## src/rtl/pod_pkg.sv

```systemverilog
// Shared constants, codes, types and helpers for the probable-owner directory.
`default_nettype none
package pod_pkg;

  localparam int NODES    = 8;
  localparam int BLOCKS   = 64;
  localparam int NODE_W   = $clog2(NODES);
  localparam int BLOCK_W  = $clog2(BLOCKS);
  localparam int PO_DEPTH = NODES * BLOCKS;
  localparam int PO_AW    = NODE_W + BLOCK_W;
  localparam int COPY_W   = 8;
  localparam int HOPS_W   = 4;
  localparam int KIND_W   = 2;
  localparam int STATUS_W = 3;

  // request kinds (the fourth code is taken as a write)
  localparam logic [KIND_W-1:0] KIND_INSERT = 2'd0;
  localparam logic [KIND_W-1:0] KIND_READ   = 2'd1;
  localparam logic [KIND_W-1:0] KIND_WRITE  = 2'd2;

  // result status codes
  localparam logic [STATUS_W-1:0] ST_LOCAL_HIT = 3'd0;
  localparam logic [STATUS_W-1:0] ST_READ      = 3'd1;
  localparam logic [STATUS_W-1:0] ST_WRITE     = 3'd2;
  localparam logic [STATUS_W-1:0] ST_NO_OWNER  = 3'd3;
  localparam logic [STATUS_W-1:0] ST_INSERTED  = 3'd4;

  // per-block directory word
  typedef struct packed {
    logic              valid;
    logic [NODE_W-1:0] owner;
    logic [COPY_W-1:0] members;
  } blk_word_t;

  localparam int BLK_WORD_W = $bits(blk_word_t);

  // probable-owner table port
  typedef struct packed {
    logic              we;
    logic [PO_AW-1:0]  waddr;
    logic [NODE_W-1:0] wdata;
    logic [PO_AW-1:0]  raddr;
  } po_port_t;

  // block table port
  typedef struct packed {
    logic               we;
    logic [BLOCK_W-1:0] waddr;
    blk_word_t          wdata;
    logic [BLOCK_W-1:0] raddr;
  } blk_port_t;

  // copy-set bit of a node; nodes beyond the mask width have none
  function automatic logic [COPY_W-1:0] node_bit(input logic [NODE_W-1:0] n);
    logic [COPY_W-1:0] m;
    m = '0;
    if (32'(n) < COPY_W) begin
      m[n] = 1'b1;
    end
    return m;
  endfunction

  // reset pointer of a node: the next node, wrapping
  function automatic logic [NODE_W-1:0] succ_node(input logic [NODE_W-1:0] n);
    logic [NODE_W-1:0] r;
    r = '0;
    if (32'(n) != NODES - 1) begin
      r = n + NODE_W'(1);
    end
    return r;
  endfunction

endpackage
`default_nettype wire

```

## src/rtl/probable_owner_directory_top.sv

```systemverilog
// Top level of the probable-owner ownership directory.
`default_nettype none
// Ownership directory for shared memory blocks, kept as a dynamic distributed
// manager with probable-owner pointers. A transaction is taken when start is
// high and busy is low; each one yields exactly one result, shown for a single
// cycle with out_valid high. The receiver cannot stall, so results are never
// held. After reset the block runs a clearing pass over all NODES*BLOCKS
// entries that loads every probable-owner pointer with the next node and
// zeroes the block table; busy stays high during it. An insert or a local hit
// is settled in the lookup state; a pointer chase then alternates a hop state
// and a wait state until it reaches the owner, and a chase that gives up after
// NODES hops without an owner is the longest case.
// Each hop that misses the owner costs one read plus one write-back of the
// probable-owner table (single write port, registered read); the hop that
// finds the owner resolves and writes both tables in the same cycle.
// The result is registered and shows in the cycle after the final cycle of
// the transaction.
module probable_owner_directory_top (
  input  wire logic                           clk,
  input  wire logic                           rst_n,
  input  wire logic                           start,
  output logic                                busy,
  input  wire logic [pod_pkg::KIND_W-1:0]     in_kind,
  input  wire logic [pod_pkg::NODE_W-1:0]     in_node,
  input  wire logic [pod_pkg::BLOCK_W-1:0]    in_block,
  output logic                                out_valid,
  output logic [pod_pkg::STATUS_W-1:0]        out_status,
  output logic [pod_pkg::NODE_W-1:0]          out_serving_node,
  output logic [pod_pkg::HOPS_W-1:0]          out_hops,
  output logic [pod_pkg::NODE_W-1:0]          out_owner_after,
  output logic [pod_pkg::COPY_W-1:0]          out_copy_set
);
  import pod_pkg::*;

  // clearing pass state
  logic              clr_r, clr_nxt;
  logic [PO_AW-1:0]  clr_cnt_r, clr_cnt_nxt;

  logic              walk_idle;
  logic              go;
  po_port_t          po_walk, po_mem;
  blk_port_t         blk_walk, blk_mem;
  logic [NODE_W-1:0] po_rdata;
  logic [BLK_WORD_W-1:0] blk_rdata_raw;
  blk_word_t         blk_rdata;

  assign busy = clr_r || !walk_idle;
  assign go   = start && !busy;

  always_comb begin
    clr_nxt     = clr_r;
    clr_cnt_nxt = clr_cnt_r;
    if (clr_r) begin
      clr_cnt_nxt = clr_cnt_r + PO_AW'(1);
      if (32'(clr_cnt_r) == PO_DEPTH - 1) begin
        clr_nxt = 1'b0;
      end
    end
  end

  always_ff @(posedge clk) begin
    if (!rst_n) begin
      clr_r     <= 1'b1;
      clr_cnt_r <= '0;
    end else begin
      clr_r     <= clr_nxt;
      clr_cnt_r <= clr_cnt_nxt;
    end
  end

  // the sweep owns the write ports while it runs; block rows are rewritten
  // NODES times, harmless since they all get zero
  always_comb begin
    po_mem  = po_walk;
    blk_mem = blk_walk;
    if (clr_r) begin
      po_mem.we      = 1'b1;
      po_mem.waddr   = clr_cnt_r;
      po_mem.wdata   = succ_node(clr_cnt_r[PO_AW-1:BLOCK_W]);
      blk_mem.we     = 1'b1;
      blk_mem.waddr  = clr_cnt_r[BLOCK_W-1:0];
      blk_mem.wdata  = '0;
    end
  end

  assign blk_rdata = blk_rdata_raw;

  pod_ram #(
    .WIDTH (NODE_W),
    .DEPTH (PO_DEPTH)
  ) u_po_ram (
    .clk   (clk),
    .we    (po_mem.we),
    .waddr (po_mem.waddr),
    .wdata (po_mem.wdata),
    .raddr (po_mem.raddr),
    .rdata (po_rdata)
  );

  pod_ram #(
    .WIDTH (BLK_WORD_W),
    .DEPTH (BLOCKS)
  ) u_blk_ram (
    .clk   (clk),
    .we    (blk_mem.we),
    .waddr (blk_mem.waddr),
    .wdata (blk_mem.wdata),
    .raddr (blk_mem.raddr),
    .rdata (blk_rdata_raw)
  );

  pod_walker u_walker (
    .clk              (clk),
    .rst_n            (rst_n),
    .go               (go),
    .kind             (in_kind),
    .node             (in_node),
    .blk              (in_block),
    .idle             (walk_idle),
    .po_port          (po_walk),
    .po_rdata         (po_rdata),
    .blk_port         (blk_walk),
    .blk_rdata        (blk_rdata),
    .out_valid        (out_valid),
    .out_status       (out_status),
    .out_serving_node (out_serving_node),
    .out_hops         (out_hops),
    .out_owner_after  (out_owner_after),
    .out_copy_set     (out_copy_set)
  );

endmodule
`default_nettype wire

```

## src/rtl/pod_ram.sv

```systemverilog
// Generic simple dual-port RAM, one write and one registered read port.
`default_nettype none
module pod_ram #(
  parameter int WIDTH = 8,
  parameter int DEPTH = 64
) (
  input  wire logic                     clk,
  input  wire logic                     we,
  input  wire logic [$clog2(DEPTH)-1:0] waddr,
  input  wire logic [WIDTH-1:0]         wdata,
  input  wire logic [$clog2(DEPTH)-1:0] raddr,
  output logic      [WIDTH-1:0]         rdata
);

  logic [WIDTH-1:0] mem [DEPTH];

  always_ff @(posedge clk) begin
    if (we) begin
      mem[waddr] <= wdata;
    end
    rdata <= mem[raddr];
  end

endmodule
`default_nettype wire

```

## src/rtl/pod_walker.sv

```systemverilog
// Request sequencer: looks up the block, chases probable-owner pointers, updates.
`default_nettype none
module pod_walker (
  input  wire logic                           clk,
  input  wire logic                           rst_n,
  input  wire logic                           go,
  input  wire logic [pod_pkg::KIND_W-1:0]     kind,
  input  wire logic [pod_pkg::NODE_W-1:0]     node,
  input  wire logic [pod_pkg::BLOCK_W-1:0]    blk,
  output logic                                idle,
  output pod_pkg::po_port_t                   po_port,
  input  wire logic [pod_pkg::NODE_W-1:0]     po_rdata,
  output pod_pkg::blk_port_t                  blk_port,
  input  wire pod_pkg::blk_word_t             blk_rdata,
  output logic                                out_valid,
  output logic [pod_pkg::STATUS_W-1:0]        out_status,
  output logic [pod_pkg::NODE_W-1:0]          out_serving_node,
  output logic [pod_pkg::HOPS_W-1:0]          out_hops,
  output logic [pod_pkg::NODE_W-1:0]          out_owner_after,
  output logic [pod_pkg::COPY_W-1:0]          out_copy_set
);
  import pod_pkg::*;

  localparam logic [1:0] S_IDLE = 2'd0;
  localparam logic [1:0] S_LOOK = 2'd1;
  localparam logic [1:0] S_HOP  = 2'd2;
  localparam logic [1:0] S_WAIT = 2'd3;

  logic [1:0]          state_r, state_nxt;
  logic [KIND_W-1:0]   kind_r, kind_nxt;
  logic [NODE_W-1:0]   node_r, node_nxt;
  logic [BLOCK_W-1:0]  blk_r, blk_nxt;
  logic [NODE_W-1:0]   cur_r, cur_nxt;
  logic [HOPS_W-1:0]   hops_r, hops_nxt;
  blk_word_t           bw_r, bw_nxt;

  logic                valid_r, valid_nxt;
  logic [STATUS_W-1:0] status_r, status_nxt;
  logic [NODE_W-1:0]   serv_r, serv_nxt;
  logic [HOPS_W-1:0]   ohops_r, ohops_nxt;
  logic [NODE_W-1:0]   own_r, own_nxt;
  logic [COPY_W-1:0]   cset_r, cset_nxt;

  logic [COPY_W-1:0]   new_set;

  always_comb begin
    state_nxt  = state_r;
    kind_nxt   = kind_r;
    node_nxt   = node_r;
    blk_nxt    = blk_r;
    cur_nxt    = cur_r;
    hops_nxt   = hops_r;
    bw_nxt     = bw_r;
    valid_nxt  = 1'b0;
    status_nxt = status_r;
    serv_nxt   = serv_r;
    ohops_nxt  = ohops_r;
    own_nxt    = own_r;
    cset_nxt   = cset_r;
    new_set    = '0;
    po_port    = '0;
    blk_port   = '0;
    po_port.raddr  = {node, blk};
    blk_port.raddr = blk;

    unique case (state_r)
      S_IDLE: begin
        if (go) begin
          kind_nxt  = kind;
          node_nxt  = node;
          blk_nxt   = blk;
          state_nxt = S_LOOK;
        end
      end

      S_LOOK: begin
        bw_nxt   = blk_rdata;
        cur_nxt  = po_rdata;
        hops_nxt = HOPS_W'(1);
        if (kind_r == KIND_INSERT) begin
          blk_port.we            = 1'b1;
          blk_port.waddr         = blk_r;
          blk_port.wdata.valid   = 1'b1;
          blk_port.wdata.owner   = node_r;
          blk_port.wdata.members = node_bit(node_r);
          valid_nxt  = 1'b1;
          status_nxt = ST_INSERTED;
          serv_nxt   = node_r;
          ohops_nxt  = '0;
          own_nxt    = node_r;
          cset_nxt   = node_bit(node_r);
          state_nxt  = S_IDLE;
        end else if (blk_rdata.valid && blk_rdata.owner == node_r) begin
          valid_nxt  = 1'b1;
          status_nxt = ST_LOCAL_HIT;
          serv_nxt   = node_r;
          ohops_nxt  = '0;
          own_nxt    = blk_rdata.owner;
          cset_nxt   = blk_rdata.members;
          state_nxt  = S_IDLE;
        end else begin
          state_nxt = S_HOP;
        end
      end

      S_HOP: begin
        po_port.raddr = {cur_r, blk_r};
        if (bw_r.valid && bw_r.owner == cur_r) begin
          valid_nxt      = 1'b1;
          serv_nxt       = cur_r;
          ohops_nxt      = hops_r;
          blk_port.we    = 1'b1;
          blk_port.waddr = blk_r;
          po_port.we     = 1'b1;
          if (kind_r == KIND_READ) begin
            new_set                = bw_r.members | node_bit(node_r);
            blk_port.wdata         = bw_r;
            blk_port.wdata.members = new_set;
            po_port.waddr          = {node_r, blk_r};
            po_port.wdata          = cur_r;
            status_nxt             = ST_READ;
            own_nxt                = bw_r.owner;
          end else begin
            new_set                = bw_r.members | node_bit(cur_r);
            blk_port.wdata.valid   = 1'b1;
            blk_port.wdata.owner   = node_r;
            blk_port.wdata.members = new_set;
            po_port.waddr          = {cur_r, blk_r};
            po_port.wdata          = node_r;
            status_nxt             = ST_WRITE;
            own_nxt                = node_r;
          end
          cset_nxt  = new_set;
          state_nxt = S_IDLE;
        end else begin
          state_nxt = S_WAIT;
        end
      end

      S_WAIT: begin
        // repoint the visited node at the requester, step to its old pointer
        po_port.we    = 1'b1;
        po_port.waddr = {cur_r, blk_r};
        po_port.wdata = node_r;
        cur_nxt       = po_rdata;
        if (hops_r == HOPS_W'(NODES)) begin
          valid_nxt  = 1'b1;
          status_nxt = ST_NO_OWNER;
          serv_nxt   = '0;
          ohops_nxt  = hops_r;
          own_nxt    = bw_r.owner;
          cset_nxt   = bw_r.members;
          state_nxt  = S_IDLE;
        end else begin
          hops_nxt  = hops_r + HOPS_W'(1);
          state_nxt = S_HOP;
        end
      end

      default: state_nxt = S_IDLE;
    endcase
  end

  always_ff @(posedge clk) begin
    if (!rst_n) begin
      state_r <= S_IDLE;
      valid_r <= 1'b0;
    end else begin
      state_r <= state_nxt;
      valid_r <= valid_nxt;
    end
  end

  always_ff @(posedge clk) begin
    kind_r   <= kind_nxt;
    node_r   <= node_nxt;
    blk_r    <= blk_nxt;
    cur_r    <= cur_nxt;
    hops_r   <= hops_nxt;
    bw_r     <= bw_nxt;
    status_r <= status_nxt;
    serv_r   <= serv_nxt;
    ohops_r  <= ohops_nxt;
    own_r    <= own_nxt;
    cset_r   <= cset_nxt;
  end

  assign idle             = (state_r == S_IDLE);
  assign out_valid        = valid_r;
  assign out_status       = status_r;
  assign out_serving_node = serv_r;
  assign out_hops         = ohops_r;
  assign out_owner_after  = own_r;
  assign out_copy_set     = cset_r;

endmodule
`default_nettype wire

```

## config.mk

```make
export PLATFORM = sky130hd
export DESIGN_NAME = probable_owner_directory_top
export DESIGN_NICKNAME = d
export VERILOG_FILES = /design/src/rtl/pod_pkg.sv /design/src/rtl/probable_owner_directory_top.sv /design/src/rtl/pod_ram.sv /design/src/rtl/pod_walker.sv
export SDC_FILE = /design/constraint.sdc
export NUM_CORES = 2
export LEC_CHECK = 0
export ABC_AREA = 1
export BUFFER_PORTS_ARGS = -buffer_cell sky130_fd_sc_hd__buf_2
export CAP_MARGIN = 20
export CORE_AREA = 2 2 474 476
export DETAILED_ROUTE_END_ITERATION = 10
export DIE_AREA = 0 0 476 478
export PLACE_DENSITY = 0.71
export SETUP_SLACK_MARGIN = 0.05
export SLEW_MARGIN = 20
export SYNTH_ARGS = -nofsm -noshare
export SYNTH_HDL_FRONTEND = slang
export SYNTH_HIERARCHICAL = 1
export SYNTH_SLANG_ARGS = --single-unit
```

## constraint.sdc

```tcl
create_clock -name clk -period 29.3 [get_ports clk]
set_input_delay 5.86 -clock clk [delete_from_list [all_inputs] [get_ports clk]]
set_output_delay 5.86 -clock clk [all_outputs]
set_load 0.05 [all_outputs]
```

[Yosys cells after proc, flatten, opt, wreduce, memory -nomap -nowiden]
Memories as Yosys holds them, arrays and structs flattened. A register that Yosys moved wholly into a read port is not among the register bits.
Index checks and enable logic that the tools add are counted.
Storage, ports and cells
  register bits: 64
  memory bits (writable): 2304
  input bits: 14
  output and inout port bits: 23
  logic and storage cells: 126
  memories: 2
Operators by class
  $add $sub $neg: 3
  order comparisons: 4
  equality and inequality tests: 14
  multiplexer cells: 68
  bitwise gates (word level): 2
  reduce and logical (&&, ||, !) cells: 16
Memory list
  u_po_ram.mem: words 512, width 3, rd ports 1, clocked after memory_dff 1, write ports 1, RTL line pod_ram.sv:15  | logic [WIDTH-1:0] mem [DEPTH];
  u_blk_ram.mem: words 64, width 12, rd ports 1, clocked after memory_dff 1, write ports 1, RTL line pod_ram.sv:15
Operators by type and width (count)
  2-to-1 mux 8 bit: 11
  2-to-1 mux 19 bit: 3
  2-to-1 mux 3 bit: 14
  one-hot mux 19 bit (2 select lines): 1
  one-hot mux 3 bit (3 select lines): 3
  2-to-1 mux 13 bit: 2
  one-hot mux 13 bit (2 select lines): 1
  2-to-1 mux 12 bit: 2
  one-hot mux 8 bit (3 select lines): 1
  2-to-1 mux 4 bit: 5
  bitwise OR 8 bit: 2
  2-to-1 mux 1 bit: 12
  2-to-1 mux 2 bit: 6
  one-hot mux 4 bit (3 select lines): 1
  adder 9 x 1 -> 9 bit, second input constant: 1
  == test 9 bit, second input constant: 1
  2-to-1 mux 9 bit: 1
  less-than comparator 3 x 4 -> 1 bit, second input constant: 2
  one-hot mux 2 bit (4 select lines): 1
  one-hot mux 4 bit (2 select lines): 1
  demux 1 bit (select 3 bit): 2
  == test 3 bit: 2
  greater-or-equal comparator 3 x 1 -> 1 bit, second input constant: 2
  inequality test 2 x 1 -> 1 bit, second input constant: 3
  other kinds (18): 27

[Logic depth before layout (Yosys ltp)]
  depth in word-level cells: 14
  gate-level depth with buffers: 24
  gate-level depth less buffers: 18

[Hierarchy]
The synthesis kept the hierarchy.
Modules (own cells, without submodules)
  pod_ram (u_po_ram): instances 1, cells each 5673, area an instance 64156.5 um^2, seq. area each 46184.3 um^2
  pod_ram (u_blk_ram): instances 1, cells each 2661, area an instance 31675.4 um^2, seq. area each 23302.3 um^2
  pod_walker: instances 1, cells each 385, area an instance 3135.5 um^2, seq. area each 1591.5 um^2
  probable_owner_directory_top: instances 1, cells each 142, area an instance 783.3 um^2, seq. area each 200.2 um^2

[Worst setup path after synthesis]
Ideal clock, no wire load.
  kind: register to register
  start: register clr_cnt_r[6]
  end: memory u_po_ram/mem[0][0] (netlist bit) (data pin)
  library setup time: 4256 ps
  arrival time: 21333 ps
  data required time: 25044 ps
  slack: 3711 ps
  stages on the path, launching flop included: 4
  path buffers: 0
  clock period less this slack: 25589 ps
  cell sequence: dfxtp_1 > ha_1 > ha_1 > o31ai_1
RTL lines
  start, declared: RTL line probable_owner_directory_top.sv:37  | logic [PO_AW-1:0] clr_cnt_r, clr_cnt_nxt;
  start signal, assigned: RTL line probable_owner_directory_top.sv:67  | clr_cnt_r <= clr_cnt_nxt;
  end, declared: RTL line pod_ram.sv:15

==> results.json <==
{
  "grt_pass1_vias": 65087,
  "path_class": "in -> reg",
  "grt_use_total_pct": 22.5,
  "dr.pass1.iters": 8,
  "ctsResizeCount": 0,
  "slew_headroom_pct": 19.3,
  "totalWireLength_mm": 262,
  "multiInputGateArea_um2": 25100,
  "drv_slew": 0,
  "grt_max_degree": 250,
  "postRouteAntennaNets": 0,
  "cp-start-kind": "input port",
  "die_w_um": 476,
  "min_period_ps": 9910,
  "dieArea_um2": 228000,
  "syn_avg_cell_area_um2": 11.3,
  "critPathMaxStageDelay_ps": 880,
  "irDropWorstVdd_v": 0.0000832,
  "clockBufferDepth": 3,
  "p_leak_nw": 38.8,
  "finalSetupViolCount": 0,
  "dp_hpwl_mm": 142,
  "path_cells": "buf_8 > nand2_1 > o21ai_4 > inv_8 > buf_16 > buf_4 > buf_4 > nand2_1 > nand3_1 > nand3_1 > nand3_1 > nand3_1 > nand3_1 > nand2_1 > nand2_1 > nand3_1 > nand2_1 > nand2_1 > nand2_1",
  "layout.cells.non_filler": 11815,
  "cts_tree": "built",
  "tightest_slew_ps": 1210,
  "final_nets": 8654,
  "fin_setup_tns_ps": 0,
  "cts_sinks": 2383,
  "cts_root_buffer": "clkbuf_16",
  "rsz0062_at_grt": "false",
  "drcViolationCount": 0,
  "powerDensity_nw_per_um2": 79.1,
  "grt_pass1_wl_mm": 391,
  "hold_viol_final": 0,
  "viasPerCell": 5.74,
  "seq_area_frac_synth_pct": 71.5,
  "antenna_found_initial": 8,
  "nFillCells": 19199,
  "seq_area_um2": 71300,
  "clock.fmax_mhz": 101,
  "synth_cells": 8861,
  "syn_to_final_growth_pct": 9.49,
  "post_drt_wl_per_cell_um": 22.2,
  "grt_overflow": 0,
  "timing.final.crit_share_pct": 33.8,
  "io_buffers": 36,
  "clock_skew_ps": 83.7,
  "die_y_um": 478,
  "crit_top_cell": "nand2_1",
  "cp.required_ps": 30130,
  "maxCapViolCount": 0,
  "hold_class": "reg -> reg",
  "crit_path_max_fanout": 124,
  "setup.worst_path.end_class": "flop",
  "synth_cell_type_count": 36,
  "cts_post_setup_buffers_inserted": 0,
  "tritoncts.num_buffers": 221,
  "ioPinCount": 37,
  "gp_congestion": 0.873,
  "drt_iter0_drc": 9322,
  "vias": 67873,
  "dp.cells": 11395,
  "synth_area_um2": 99800,
  "cts.htree.levels": 4,
  "drive_gt1_share_pct": 6.76,
  "clk_pin_slew_ps": 70,
  "run_status": "finished, final reports clean",
  "cts_hold_buf": 0,
  "worstPathArrival_ps": 10740,
  "yosysWarningCount": 6,
  "synth_nets": 8885,
  "clock_latency_ps": 890,
  "core_um2": 223000,
  "start_util_pct": 44.7,
  "cp_slowest_cell": "buf_4",
  "rows": 174,
  "ys_ff_latch": 2383
}
[final timing paths]
kind / end / depth (start not counted) / from / slack (ps)
worst max-delay path: u_po_ram/rdata[2] / 19 / in_block[0] / 19390
worst max register to register: u_po_ram/rdata[2] / 22 / u_walker/state_r[0] / 23130
worst min-delay path: u_walker/bw_r[2] / 0 / u_blk_ram/rdata[2] / 440
worst min register to register: u_walker/bw_r[2] / 0 / u_blk_ram/rdata[2] / 440
[stage by stage]
stage                     hold WS [ps]  total power, W  cell area [um^2]  utilization (%)  setup slack [ps]
after floorplan                    386         0.00520             99800                -              3710
after global placement             424         0.00571            102000             45.5             18440
after detailed placement           425         0.00574            102000             45.5             18350
after CTS                          446         0.00862            109000             48.9             19320
after global routing               458         0.00895            109000             48.9             19130
final                              439         0.00864            109000             48.9             19390
[synth_stat cells]
library cell	instances	area share (%)
ha_1	10	0.13
o21ai_0	29	0.15
o21ai_1	6	0.030
clkbuf_1	156	0.59
nand4_1	11	0.069
a21oi_1	23	0.12
nand2_2	5	0.031
nand3_2	1	0.010
nor2_8	1	0.020
or2_1	2	0.013
buf_6	59	0.67
nor2_4	3	0.034
buf_2	259	1.3
clkinv_1	1	0.0038
inv_6	1	0.0088
dfxtp_1	28	0.56
edfxtp_1	2355	71
buf_4	66	0.50
nor3_1	11	0.055
o31ai_1	2	0.015
inv_1	102	0.38
o21a_1	1	0.0075
buf_1	65	0.24
nor4_1	8	0.050
xnor2_1	1	0.0088
nand2_1	2806	11
and2_1	1	0.0063
nor2_1	635	2.4
o22ai_1	3	0.019
nand3b_1	11	0.083
nand2_4	2	0.023
buf_8	3	0.045
inv_2	10	0.038
nor2_2	3	0.019
clkbuf_2	1	0.0050
nand3_1	2180	11
[cell families after synthesis]
group / count (synthesis) / share of synthesized area, %
buffers and inverters: 723 / 3.78
AOI/OAI and AO/OA: 64 / 0.332
xor gates and xnor gates: 1 / 0.00878
and+or+nand+nor: 5680 / 24.3
DFF: 2383 / 71.5
adders and majority gates: 10 / 0.125
[registers in the layout, indices dropped and copies added (netlist names)]
signal	count
u_walker/bw_r	12
u_walker/out_serving_node	3
u_blk_ram/rdata	12
u_walker/hops_r	4
u_blk_ram/mem	768
u_po_ram/rdata	3
u_po_ram/mem	1536
clr_r	1
u_walker/out_owner_after	3
u_walker/out_valid	1
u_walker/out_status	3
u_walker/blk_r	6
u_walker/kind_r	2
u_walker/cur_r	3
u_walker/out_copy_set	8
u_walker/state_r	2
clr_cnt_r	9
u_walker/node_r	3
u_walker/out_hops	4
[area by class of cell]
cell class | instances | area share [%]
inverters | 114 | 0.431
clock inverters | 148 | 1.54
multi-input cells | 5755 | 23.0
repair buffers | 155 | 1.13
well taps | 2992 | 3.43
diodes | 6 | 0.0137
clock buffers | 262 | 5.22
flip-flops and latches | 2383 | 65.3
[layout by cell type, fill, tap and decap left out, types with 17 or more instances in the layout]
cell / Yosys / routed
buf_4: 66 / 109
clkinv_1: 1 / 47
nor2_2: 3 / 40
nor2_1: 635 / 584
nand2_2: 5 / 20
clkbuf_1: 156 / 40
bufinv_16: 0 / 29
nor2_4: 3 / 17
edfxtp_1: 2355 / 2355
clkinv_2: 0 / 47
nand2_1: 2806 / 2789
a21oi_1: 23 / 23
buf_2: 259 / 33
clkbuf_16: 0 / 222
nand3_1: 2180 / 2180
dfxtp_1: 28 / 27
o21ai_0: 29 / 23
inv_1: 102 / 97
[power breakdown]
part	internal (W)	switching [W]
registers	0.00374	0.0000417
clock network	0.00165	0.00126
logic	0.000502	0.00145
[per-layer routing]
layer / vias to the layer above / GRT usage [%] / routed length [um]
li1: 30464 / - / -
met1: 33150 / 30.8 / 101000
met2: 3660 / 35.3 / 122000
met3: 591 / 4.11 / 27900
met4: 8 / 9.71 / 11100
met5: - / 0 / 46
[critical path: cells and delay by family]
| family | cells | cell delay, ps |
|---|---|---|
| AOI/OAI and AO/OA | 1 | 100 |
| buffers and inverters | 5 | 2520 |
| and+or+nand+nor | 13 | 1780 |
No activity file was read; power rests on OpenSTA's default activity.
